--- src/design/fwg_pkg.sv ---
// Shared types and constants for the FIR filter with output gain.
package fwg_pkg;

  // Transaction modes on the input channel
  localparam logic [1:0] MODE_SAMPLE = 2'd0;
  localparam logic [1:0] MODE_COEF   = 2'd1;
  localparam logic [1:0] MODE_CLEAR  = 2'd2;

  // Field widths
  localparam int SAMPLE_W  = 24;
  localparam int COEF_W    = 16;
  localparam int GAIN_W    = 16;
  localparam int CIDX_W    = 4;
  localparam int PROD_W    = SAMPLE_W + COEF_W;
  localparam int OUT_SHIFT = 23;

  localparam logic signed [GAIN_W-1:0]   GAIN_RESET = 16'sd256;
  localparam logic signed [SAMPLE_W-1:0] OUT_MAX    = 24'sh7FFFFF;
  localparam logic signed [SAMPLE_W-1:0] OUT_MIN    = 24'sh800000;

  // Control from the sequencer to the sample and tap store
  typedef struct packed {
    logic smp_wr;  // write one sample
    logic tap_wr;  // write one coefficient
    logic clr;     // empty the delay line
    logic rd;      // read one sample and one coefficient
  } store_ctl_t;

endpackage

--- src/design/fir_filter_with_gain.sv ---
// Top level: sequencer, shared multiply-accumulate, gain, rounding and output register.
//
//  channel   direction  handshake            payload
//  input     in         in_valid / in_stall  mode, sample, coef_index, coef_value
//  output    out        out_valid / out_stall filtered, saturated
//  config    in         cfg_we               cfg_wdata (gain, Q8.8)
//
// A sample transaction runs from acceptance through the MAC, drain, gain and round states to a loaded result;
// the shared MAC reads one tap and one delay-line entry from memory per cycle.
// Coefficient, clear and unused-mode transactions give no result and leave the sequencer idle.
// Reset is synchronous; it empties the delay line and tap table via valid bits at once.
// The output register lets the next transaction enter while a result waits under stall;
// a new result waits in the final stage until the output register frees up.
module fir_filter_with_gain #(
  parameter int TAPS = 16
) (
  input  logic                                clk,
  input  logic                                rst,
  input  logic                                in_valid,
  output logic                                in_stall,
  input  logic [1:0]                          mode,
  input  logic signed [fwg_pkg::SAMPLE_W-1:0] sample,
  input  logic [fwg_pkg::CIDX_W-1:0]          coef_index,
  input  logic signed [fwg_pkg::COEF_W-1:0]   coef_value,
  output logic                                out_valid,
  input  logic                                out_stall,
  output logic signed [fwg_pkg::SAMPLE_W-1:0] filtered,
  output logic                                saturated,
  input  logic                                cfg_we,
  input  logic signed [fwg_pkg::GAIN_W-1:0]   cfg_wdata
);

  localparam int AW    = $clog2(TAPS);
  localparam int EW    = (AW > fwg_pkg::CIDX_W) ? AW : fwg_pkg::CIDX_W;
  localparam int ACC_W = fwg_pkg::PROD_W + AW;
  localparam int SC_W  = ACC_W + fwg_pkg::GAIN_W;
  localparam int Q_W   = SC_W - fwg_pkg::OUT_SHIFT;
  localparam logic [AW-1:0] LAST = AW'(TAPS - 1);
  localparam logic signed [SC_W-1:0] RND_BIAS =
    SC_W'((64'd1 << fwg_pkg::OUT_SHIFT) - 64'd1);

  typedef enum logic [5:0] {
    S_IDLE  = 6'b000001,
    S_MAC   = 6'b000010,
    S_DRAIN = 6'b000100,
    S_GAIN  = 6'b001000,
    S_ROUND = 6'b010000,
    S_OUT   = 6'b100000
  } state_t;

  state_t                              state;
  logic signed [fwg_pkg::GAIN_W-1:0]   gain;
  logic [AW-1:0]                       widx;
  logic [AW-1:0]                       widx_next;
  logic [AW-1:0]                       k;
  logic [AW-1:0]                       pos;
  logic                                rd_v;
  logic                                prod_v;
  logic signed [fwg_pkg::PROD_W-1:0]   prod;
  logic signed [ACC_W-1:0]             acc;
  logic signed [SC_W-1:0]              scaled;
  logic signed [SC_W-1:0]              biased;
  logic signed [Q_W-1:0]               q;
  logic                                q_fits;
  logic                                in_fire;
  logic                                out_load;
  logic [EW-1:0]                       cidx_ext;
  logic                                cidx_hit;
  fwg_pkg::store_ctl_t                 sctl;
  logic signed [fwg_pkg::SAMPLE_W-1:0] rd_smp;
  logic signed [fwg_pkg::COEF_W-1:0]   rd_tap;

  assign in_stall  = (state != S_IDLE);
  assign in_fire   = in_valid && !in_stall;
  assign out_load  = (state == S_OUT) && (!out_valid || !out_stall);
  assign widx_next = (widx == LAST) ? '0 : widx + 1'b1;
  assign cidx_ext  = EW'(coef_index);
  assign cidx_hit  = (32'(cidx_ext) < TAPS);

  // Store control decoded from the accepted transaction and the MAC phase
  always_comb begin
    sctl.smp_wr = in_fire && (mode == fwg_pkg::MODE_SAMPLE);
    sctl.tap_wr = in_fire && (mode == fwg_pkg::MODE_COEF) && cidx_hit;
    sctl.clr    = in_fire && (mode == fwg_pkg::MODE_CLEAR);
    sctl.rd     = (state == S_MAC);
  end

  fwg_store #(
    .TAPS (TAPS),
    .AW   (AW)
  ) u_store (
    .clk       (clk),
    .rst       (rst),
    .ctl       (sctl),
    .smp_waddr (widx_next),
    .smp_wdata (sample),
    .tap_waddr (cidx_ext[AW-1:0]),
    .tap_wdata (coef_value),
    .smp_raddr (pos),
    .tap_raddr (k),
    .rd_smp    (rd_smp),
    .rd_tap    (rd_tap)
  );

  // Gain register
  always_ff @(posedge clk) begin
    if (rst) begin
      gain <= fwg_pkg::GAIN_RESET;
    end else if (cfg_we) begin
      gain <= cfg_wdata;
    end
  end

  // Sequencer and write index
  always_ff @(posedge clk) begin
    if (rst) begin
      state <= S_IDLE;
      widx  <= '0;
    end else begin
      unique case (state)
        S_IDLE: begin
          if (in_fire) begin
            unique case (mode)
              fwg_pkg::MODE_SAMPLE: begin
                widx  <= widx_next;
                state <= S_MAC;
              end
              fwg_pkg::MODE_CLEAR: begin
                widx <= '0;
              end
              default: begin
              end
            endcase
          end
        end
        S_MAC: begin
          if (k == LAST) begin
            state <= S_DRAIN;
          end
        end
        S_DRAIN: begin
          if (!rd_v && !prod_v) begin
            state <= S_GAIN;
          end
        end
        S_GAIN:  state <= S_ROUND;
        S_ROUND: state <= S_OUT;
        S_OUT: begin
          if (out_load) begin
            state <= S_IDLE;
          end
        end
        default: state <= S_IDLE;
      endcase
    end
  end

  // Tap counter and delay-line read pointer, walking back from the newest sample
  always_ff @(posedge clk) begin
    if (in_fire) begin
      k   <= '0;
      pos <= widx_next;
    end else if (state == S_MAC) begin
      k   <= k + 1'b1;
      pos <= (pos == '0) ? LAST : pos - 1'b1;
    end
  end

  // MAC pipeline valid flags
  always_ff @(posedge clk) begin
    if (rst) begin
      rd_v   <= 1'b0;
      prod_v <= 1'b0;
    end else begin
      rd_v   <= (state == S_MAC);
      prod_v <= rd_v;
    end
  end

  // Multiply, accumulate, then scale by gain
  always_ff @(posedge clk) begin
    prod <= rd_smp * rd_tap;
    if (in_fire) begin
      acc <= '0;
    end else if (prod_v) begin
      acc <= acc + ACC_W'(prod);
    end
    if (state == S_GAIN) begin
      scaled <= SC_W'(acc) * SC_W'(gain);
    end
    if (state == S_ROUND) begin
      q <= biased[SC_W-1:fwg_pkg::OUT_SHIFT];
    end
  end

  // Truncate toward zero: bias negative values before the arithmetic shift
  assign biased = scaled + (scaled[SC_W-1] ? RND_BIAS : '0);
  assign q_fits = (&q[Q_W-1:fwg_pkg::SAMPLE_W-1]) || !(|q[Q_W-1:fwg_pkg::SAMPLE_W-1]);

  // Output register: clamp and hold until taken
  always_ff @(posedge clk) begin
    if (rst) begin
      out_valid <= 1'b0;
    end else if (out_load) begin
      out_valid <= 1'b1;
    end else if (!out_stall) begin
      out_valid <= 1'b0;
    end
  end

  always_ff @(posedge clk) begin
    if (out_load) begin
      saturated <= !q_fits;
      if (q_fits) begin
        filtered <= q[fwg_pkg::SAMPLE_W-1:0];
      end else begin
        filtered <= q[Q_W-1] ? fwg_pkg::OUT_MIN : fwg_pkg::OUT_MAX;
      end
    end
  end

  // A sample transaction starts the MAC at the first tap
  a_mac_start: assert property (@(posedge clk) disable iff (rst)
    (in_fire && mode == fwg_pkg::MODE_SAMPLE) |=> (state == S_MAC && k == '0))
    else $error("MAC did not start at tap zero");

  // Gain stage sees a fully drained MAC pipeline
  a_drained: assert property (@(posedge clk) disable iff (rst)
    (state == S_GAIN) |-> (!rd_v && !prod_v))
    else $error("gain stage entered with MAC pipeline busy");

  // A finished result waits while the output register is full and stalled
  a_out_wait: assert property (@(posedge clk) disable iff (rst)
    (state == S_OUT && out_valid && out_stall) |=> (state == S_OUT))
    else $error("result left final stage while output was blocked");

  // A saturated result is clamped to a range limit
  a_sat_clamp: assert property (@(posedge clk) disable iff (rst)
    (out_valid && saturated) |-> (filtered == fwg_pkg::OUT_MAX || filtered == fwg_pkg::OUT_MIN))
    else $error("saturated result not at a range limit");

endmodule

--- src/design/fwg_store.sv ---
// Delay line and tap table memories with per-entry valid bits and registered reads.
module fwg_store #(
  parameter int TAPS = 16,
  parameter int AW   = 4
) (
  input  logic                                 clk,
  input  logic                                 rst,
  input  fwg_pkg::store_ctl_t                  ctl,
  input  logic [AW-1:0]                        smp_waddr,
  input  logic signed [fwg_pkg::SAMPLE_W-1:0]  smp_wdata,
  input  logic [AW-1:0]                        tap_waddr,
  input  logic signed [fwg_pkg::COEF_W-1:0]    tap_wdata,
  input  logic [AW-1:0]                        smp_raddr,
  input  logic [AW-1:0]                        tap_raddr,
  output logic signed [fwg_pkg::SAMPLE_W-1:0]  rd_smp,
  output logic signed [fwg_pkg::COEF_W-1:0]    rd_tap
);

  logic signed [fwg_pkg::SAMPLE_W-1:0] smp_mem [TAPS];
  logic signed [fwg_pkg::COEF_W-1:0]   tap_mem [TAPS];
  logic [TAPS-1:0]                     smp_valid;
  logic [TAPS-1:0]                     tap_valid;

  logic signed [fwg_pkg::SAMPLE_W-1:0] smp_q;
  logic signed [fwg_pkg::COEF_W-1:0]   tap_q;
  logic                                smp_q_valid;
  logic                                tap_q_valid;

  // Sample memory: write port and registered read port
  always_ff @(posedge clk) begin
    if (ctl.smp_wr) begin
      smp_mem[smp_waddr] <= smp_wdata;
    end
    if (ctl.rd) begin
      smp_q <= smp_mem[smp_raddr];
    end
  end

  // Tap memory: write port and registered read port
  always_ff @(posedge clk) begin
    if (ctl.tap_wr) begin
      tap_mem[tap_waddr] <= tap_wdata;
    end
    if (ctl.rd) begin
      tap_q <= tap_mem[tap_raddr];
    end
  end

  // Valid bits: a sample never written since reset or clear, or a tap never written since reset, reads as zero
  always_ff @(posedge clk) begin
    if (rst) begin
      smp_valid   <= '0;
      tap_valid   <= '0;
      smp_q_valid <= 1'b0;
      tap_q_valid <= 1'b0;
    end else begin
      if (ctl.clr) begin
        smp_valid <= '0;
      end else if (ctl.smp_wr) begin
        smp_valid[smp_waddr] <= 1'b1;
      end
      if (ctl.tap_wr) begin
        tap_valid[tap_waddr] <= 1'b1;
      end
      if (ctl.rd) begin
        smp_q_valid <= smp_valid[smp_raddr];
        tap_q_valid <= tap_valid[tap_raddr];
      end
    end
  end

  assign rd_smp = smp_q_valid ? smp_q : '0;
  assign rd_tap = tap_q_valid ? tap_q : '0;

endmodule
--- config.mk ---
export PLATFORM = sky130hd
export DESIGN_NAME = fir_filter_with_gain
export DESIGN_NICKNAME = d
export VERILOG_FILES = /design/src/design/fwg_pkg.sv /design/src/design/fir_filter_with_gain.sv /design/src/design/fwg_store.sv
export SDC_FILE = /design/constraint.sdc
export NUM_CORES = 2
export LEC_CHECK = 0
export BUFFER_PORTS_ARGS = -buffer_cell sky130_fd_sc_hd__buf_2
export CORE_AREA = 3 3 415 417
export DETAILED_ROUTE_END_ITERATION = 10
export DIE_AREA = 0 0 418 420
export PLACE_DENSITY_LB_ADDON = 0.08
export SLEW_MARGIN = 20
export SYNTH_ARGS = -nofsm -noshare
export SYNTH_HDL_FRONTEND = slang
export SYNTH_HIERARCHICAL = 1
export SYNTH_SLANG_ARGS = --single-unit
--- constraint.sdc ---
create_clock -name clk -period 13.3 [get_ports clk]
set_input_delay 0.665 -clock clk [delete_from_list [all_inputs] [get_ports clk]]
set_output_delay 0.665 -clock clk [all_outputs]
set_load 0.01 [all_outputs]
Word level (Yosys, flattened, before mapping) --
Memory sizes are Yosys's and may differ from the RTL's. A register that Yosys moved wholly into a read port is not among the register bits. Cells that the tools add are included.
Storage, ports and cells: bits in latches 0, logic and storage cells 108, register bits 277, ROM bits 0, memories kept 2, input port bits 67, RAM bits 640, output and inout bits 27
Memories:
- u_store.smp_mem | words 16, bits a word 24, read ports 1, clocked after Yosys merged registers in 1, write ports 1, line fwg_store.sv:19 | logic signed [fwg_pkg::SAMPLE_W-1:0] smp_mem [TAPS];
- u_store.tap_mem | words 16, bits a word 16, read ports 1, clocked after Yosys merged registers in 1, write ports 1, line fwg_store.sv:20 | logic signed [fwg_pkg::COEF_W-1:0] tap_mem [TAPS];
Cells by class: order comparisons 6, add/subtract/negate cells 5, equality and inequality tests 17, shift-type cells 0, multipliers 2, divide/modulo/power cells 0, reductions and logical operators 26, mux-type cells 30, bitwise logic cells 2
Operators by type and width (number):
- 24-bit 2-to-1 mux | 3
- 60-bit by 23-bit adder with 60-bit output | 1
- 44-bit by 16-bit multiplier with 60-bit output | 1
- 44-bit by 40-bit adder with 44-bit output | 1
- 24-bit by 16-bit multiplier with 40-bit output | 1
- 6-bit one-hot mux with 6 select lines | 1
- 16-bit OR | 2
- 6-bit 2-to-1 mux | 5
- 23-bit 2-to-1 mux | 1
- 4-bit by 5-bit < comparator with 1-bit output, second input constant | 4
- 16-bit 2-to-1 mux | 1
- 4-bit 2-to-1 mux | 4
- 14-bit AND reduction | 1
- 14-bit OR reduction | 1
- 1-bit 2-to-1 mux | 10
- 4-bit by 1-bit adder with 4-bit output, second input constant | 2
- 1-bit binary-select mux with 4-bit select | 2
- 1-bit demux with 4-bit select | 2
- 4-bit == test, second input constant | 2
- 4-bit by 1-bit greater-or-equal comparator with 1-bit output, second input constant | 2
- 1-bit logical AND | 8
- 2-bit != test, second input constant | 4
- 4-bit one-hot mux with 2 select lines | 1
- 1-bit zero test | 7
- other kinds (18) | 21

Depth between registers and ports, before layout --
word-level depth 7, mapped depth 28

By module --
The synthesis kept the hierarchy.
Modules (own cells, without submodules):
- fir_filter_with_gain | instances 1, seq. area each 6125.9 µm², area an instance 48929.4 µm², cells each 5402
- fwg_store | instances 1, seq. area each 21100.2 µm², area an instance 26888.3 µm², cells each 1122

Least setup slack after synthesis --
No wires, ideal clock.
path kind flip-flop to flip-flop, start point register gain[7] in the netlist's numbering, end point register scaled[57], data pin, slack 6.788 ns, clock period less this slack 6.512 ns, required time 13.042 ns, data arrival time 6.254 ns, buffers on the path 2, cell stages (with the launch flop) 26, cells stage by stage dfxtp_1 -> clkbuf_1 -> clkbuf_1 -> nand2_1 -> fa_1 -> inv_1 -> fa_1 -> inv_1 -> fa_1 -> inv_1 -> fa_1 -> fa_1 -> inv_1 -> fa_1 -> inv_1 -> ha_1 -> and4_1 -> and4_4 -> a311o_1 -> o211a_1 -> o211a_1 -> o31ai_4 -> o311ai_2 -> a31o_1 -> a21oi_2 -> xnor2_1
On the way: longest elaborated chain between the ends 1
Ends and longest elaborated chain:
- start, declared | line fir_filter_with_gain.sv:52 | logic signed [fwg_pkg::GAIN_W-1:0] gain;
- start signal, assigned | line fir_filter_with_gain.sv:108 | gain <= fwg_pkg::GAIN_RESET;
- start signal, assigned | line fir_filter_with_gain.sv:110 | gain <= cfg_wdata;
- 44-bit by 16-bit multiplier with 60-bit output | line fir_filter_with_gain.sv:189 | scaled <= SC_W'(acc) * SC_W'(gain);
- end signal, assigned | line fir_filter_with_gain.sv:189
- end, declared | line fir_filter_with_gain.sv:61 | logic signed [SC_W-1:0] scaled;
Every way passes these cells. A chain may end at the register's enable or synchronous reset.

Worst setup path in the final report --
start point register gain[2] in the netlist's numbering, end point register scaled[58], data pin
The elaborated chain is that of the path after synthesis.

==> metrics <==
total wire length 193000 um; Sequential cell area 27300 um2; Final ANT Viol Nets 0; CP top delay family adder cells; Worst setup SP type register; Detailed Routing Iterations Pass 1 5; final core utilization 48.6%; Worst slew margin 20.5%; # fillers 15262; gr ovfl total 0; Hold Crit Start cfg_wdata[8]; Synth Area per Inst 11.6 um2; Final GP Congestion 0.866; Reg2Reg Setup Slack 4.93 ns; commonest non-fill, non-tap cells in the layout inv_1 (1246), fa_1 (1029), nand2_1 (838); vias in the first global route 50846; num ports 94; Nets 7913; Design Area, Final 82100 um2; die area 176000 um2; CTS clock-pin slew for the worst setup and hold paths 0.06 ns; Multi-input gate area 42900 um2; CTS Buf Count 106; CP Capture Type register; Die X-Extent 418 um; hold_buf cts 0; Placed Cells 8621; min cycle time layout 8.37 ns; Root Driver clkbuf_16; clk_skew 0.0799 ns; Post-synth ARST share 0%; Worst Path Required 13.76 ns; worst path cell trace nand2_1 -> fa_1 -> inv_1 -> fa_1 -> inv_1 -> fa_1 -> inv_1 -> fa_1 -> fa_1 -> inv_1 -> fa_1 -> inv_1 -> ha_1 -> nand4_1 -> nor4b_2 -> buf_4 -> nand4b_1 -> a31oi_1 -> o21ai_1 -> a31oi_1 -> a21oi_1 -> nand2_1 -> a41oi_1 -> xnor2_1; Slowest cell on crit path dfxtp_2; Crit path buffers/inverters 6; Cell Rows 151; Final Cycle Share 62.9%; syn nets 7925; post-CTS sizing 0; Sink Count 957; first-pass GRT wire length 304000 um; Core Area 169000 um2; Place WS 4.72 ns; Lkg Pwr 34.8 nW; largest net degree at the start of global routing 102; reg2reg path depth 24; via count 46473; Pins Over Slew Limit 0; Die Y-Extent 420 um; buffer depth of the longest clock path 3; max-cap viol count 0; Arrival @ worst endpoint 8.83 ns; number of DRC markers in iteration 0 2934; synthesized cell area 75800 um2; FF-to-FF End scaled[58]; Area Overhead vs Synth 8.31%; Max IR drop VDD 0.124 mV; Synth Warn # 6; top_reg_cell synth edfxtp_1; Syn Inst Count 6524; Clock H-tree levels 3; worst hold path class input pin to register; CP dominant cell by count fa_1; Placed Area 78700 um2; setup violators final 0; initial antenna violation count 10; worst-skew pair later-pin latency 0.74 ns; final worst slack 4.93 ns; RSZ-0062 raised after global routing false; Crit Reg-Reg Startpoint gain[2]; sequential fraction of the synthesis area 35.9%; routed len/inst 21.9 um; Worst path max stage delay 1.12 ns; Initial Util 44.8%; Worst Hold Endpoint gain[8]; port buffer count 93; Fmax achieved 0.120 GHz; hold depth 2; Post-DP HPWL 137000 um; ratio of cells with drive above 1 in the final layout 9.39%; Critical Path Fanout Max 45; Via density 5.27; final hold violations 0; DR DRC count 0; setup TNS 0 ns; Crit Path Category register to register; Least-Margin Pin Slew 1.19 ns; EDFF count, synth 806; power per cell area 83.5 nW/um2; outcome finished clean; gr usage total 22.8%; Synth Register Bits 957; most common cell after layout, fill and taps aside inv_1; Post CTS Setup Buffer Count 0; Layout Cells excl Fill 8811; Yosys cell types 87; CTS tree done
synthesized netlist by cell type, types with 17 or more instances:
master    instances  area share, %
nand3_1          45           0.30
clkbuf_1        250            1.2
and2_1          406            3.4
buf_2            26           0.17
xor2_1           57           0.66
o21bai_1         27           0.27
a21oi_1         157            1.0
fa_1           1029             27
nand2b_1         37           0.31
nor3_1           55           0.36
nand4_1          32           0.26
and3_1           18           0.15
edfxtp_1        806             32
nor2_1          238            1.2
o21a_1           30           0.30
o21ai_0          79           0.52
ha_1            305            5.0
mux4_2          208            6.2
dfxtp_1         151            4.0
a31oi_1          21           0.17
nand2_1         838            4.1
inv_1          1248            6.2
nor2b_1          17           0.14
a21o_1           91           0.90
xnor2_1         114            1.3
a211oi_1         18           0.18
mux2i_1          40           0.53
routing by layer:
layer  wire, um  up-vias  GRT usage [%]
li1           -    20932              -
met1      83100    24315           29.9
met2      95900      948           39.6
met3       7680      268           2.91
met4       6250       10           7.03
met5         75        -              0
where the power goes:
part	leakage, nW	internal (W)	total [W]	switching [W]
clock	1.63	0.00163	0.00286	0.00123
combinational	24.7	0.000288	0.000676	0.000388
sequential	8.49	0.00328	0.00332	0.0000383
total	34.8	0.00520	0.00686	0.00166
per-stage QoR:
| stage | total power (W) | hold WS, ns |
|---|---|---|
| 5_1_grt | 0.00713 | 0.138 |
| 6_report | 0.00686 | 0.178 |
| 4_1_cts | 0.00697 | 0.112 |
| 3_3_place_gp | 0.00407 | 0.443 |
| 3_5_place_dp | 0.00408 | 0.452 |
| 2_1_floorplan | 0.00384 | 0.435 |
cells by family after synthesis:
group	synth area share, %
AOI/OAI and AO/OA	4.48
and+or+nand+nor	10.9
muxes	6.74
DFF	35.9
xor gates and xnor gates	1.98
buffers and inverters	7.76
adders and majority gates	32.2
registers in the layout, summed over array words and instances, names as in the netlist, 16 cells and up:
| name | cells |
|---|---|
| q | 37 |
| prod | 40 |
| u_store/tap_valid | 16 |
| acc | 44 |
| u_store/tap_q | 16 |
| u_store/smp_q | 24 |
| filtered | 24 |
| u_store/tap_mem | 256 |
| scaled | 60 |
| u_store/smp_valid | 16 |
| u_store/smp_mem | 384 |
| gain | 16 |
area by class of cell:
class,count,area share (%)
Clock buffer,143,3.47
Sequential cell,957,33.2
Antenna cell,3,0.00914
Clock inverter,43,0.641
Timing Repair Buffer,170,1.35
Inverter,1249,5.71
Multi-Input combinational cell,4028,52.2
Tap cell,2218,3.38
worst max-delay path by stage:
stage / endpoint / depth (start not counted) / slack [ns] / from
2_1_floorplan: scaled[57] / 25 / 6.79 / gain[7]
3_3_place_gp: scaled[56] / 23 / 3.91 / gain[1]
3_5_place_dp: scaled[56] / 24 / 4.72 / gain[1]
4_1_cts: scaled[58] / 24 / 4.73 / gain[1]
5_1_grt: scaled[58] / 24 / 4.53 / gain[2]
6_report: scaled[58] / 24 / 4.93 / gain[2]
worst reg2reg max path: stages (launching register included):
cell and delay, ns:
dfxtp_2 1.12, nand2_1 0.22, fa_1 0.55, inv_1 0.05, fa_1 0.53, inv_1 0.06
fa_1 0.57, inv_1 0.08, fa_1 0.45, fa_1 0.51, inv_1 0.05, fa_1 0.47
inv_1 0.04, ha_1 0.47, nand4_1 0.24, nor4b_2 0.50, buf_4 0.23, nand4b_1 0.14
a31oi_1 0.68, o21ai_1 0.21, a31oi_1 0.34, a21oi_1 0.21, nand2_1 0.13, a41oi_1 0.13
xnor2_1 0.16
No activity file was read; power rests on OpenSTA's default activity.
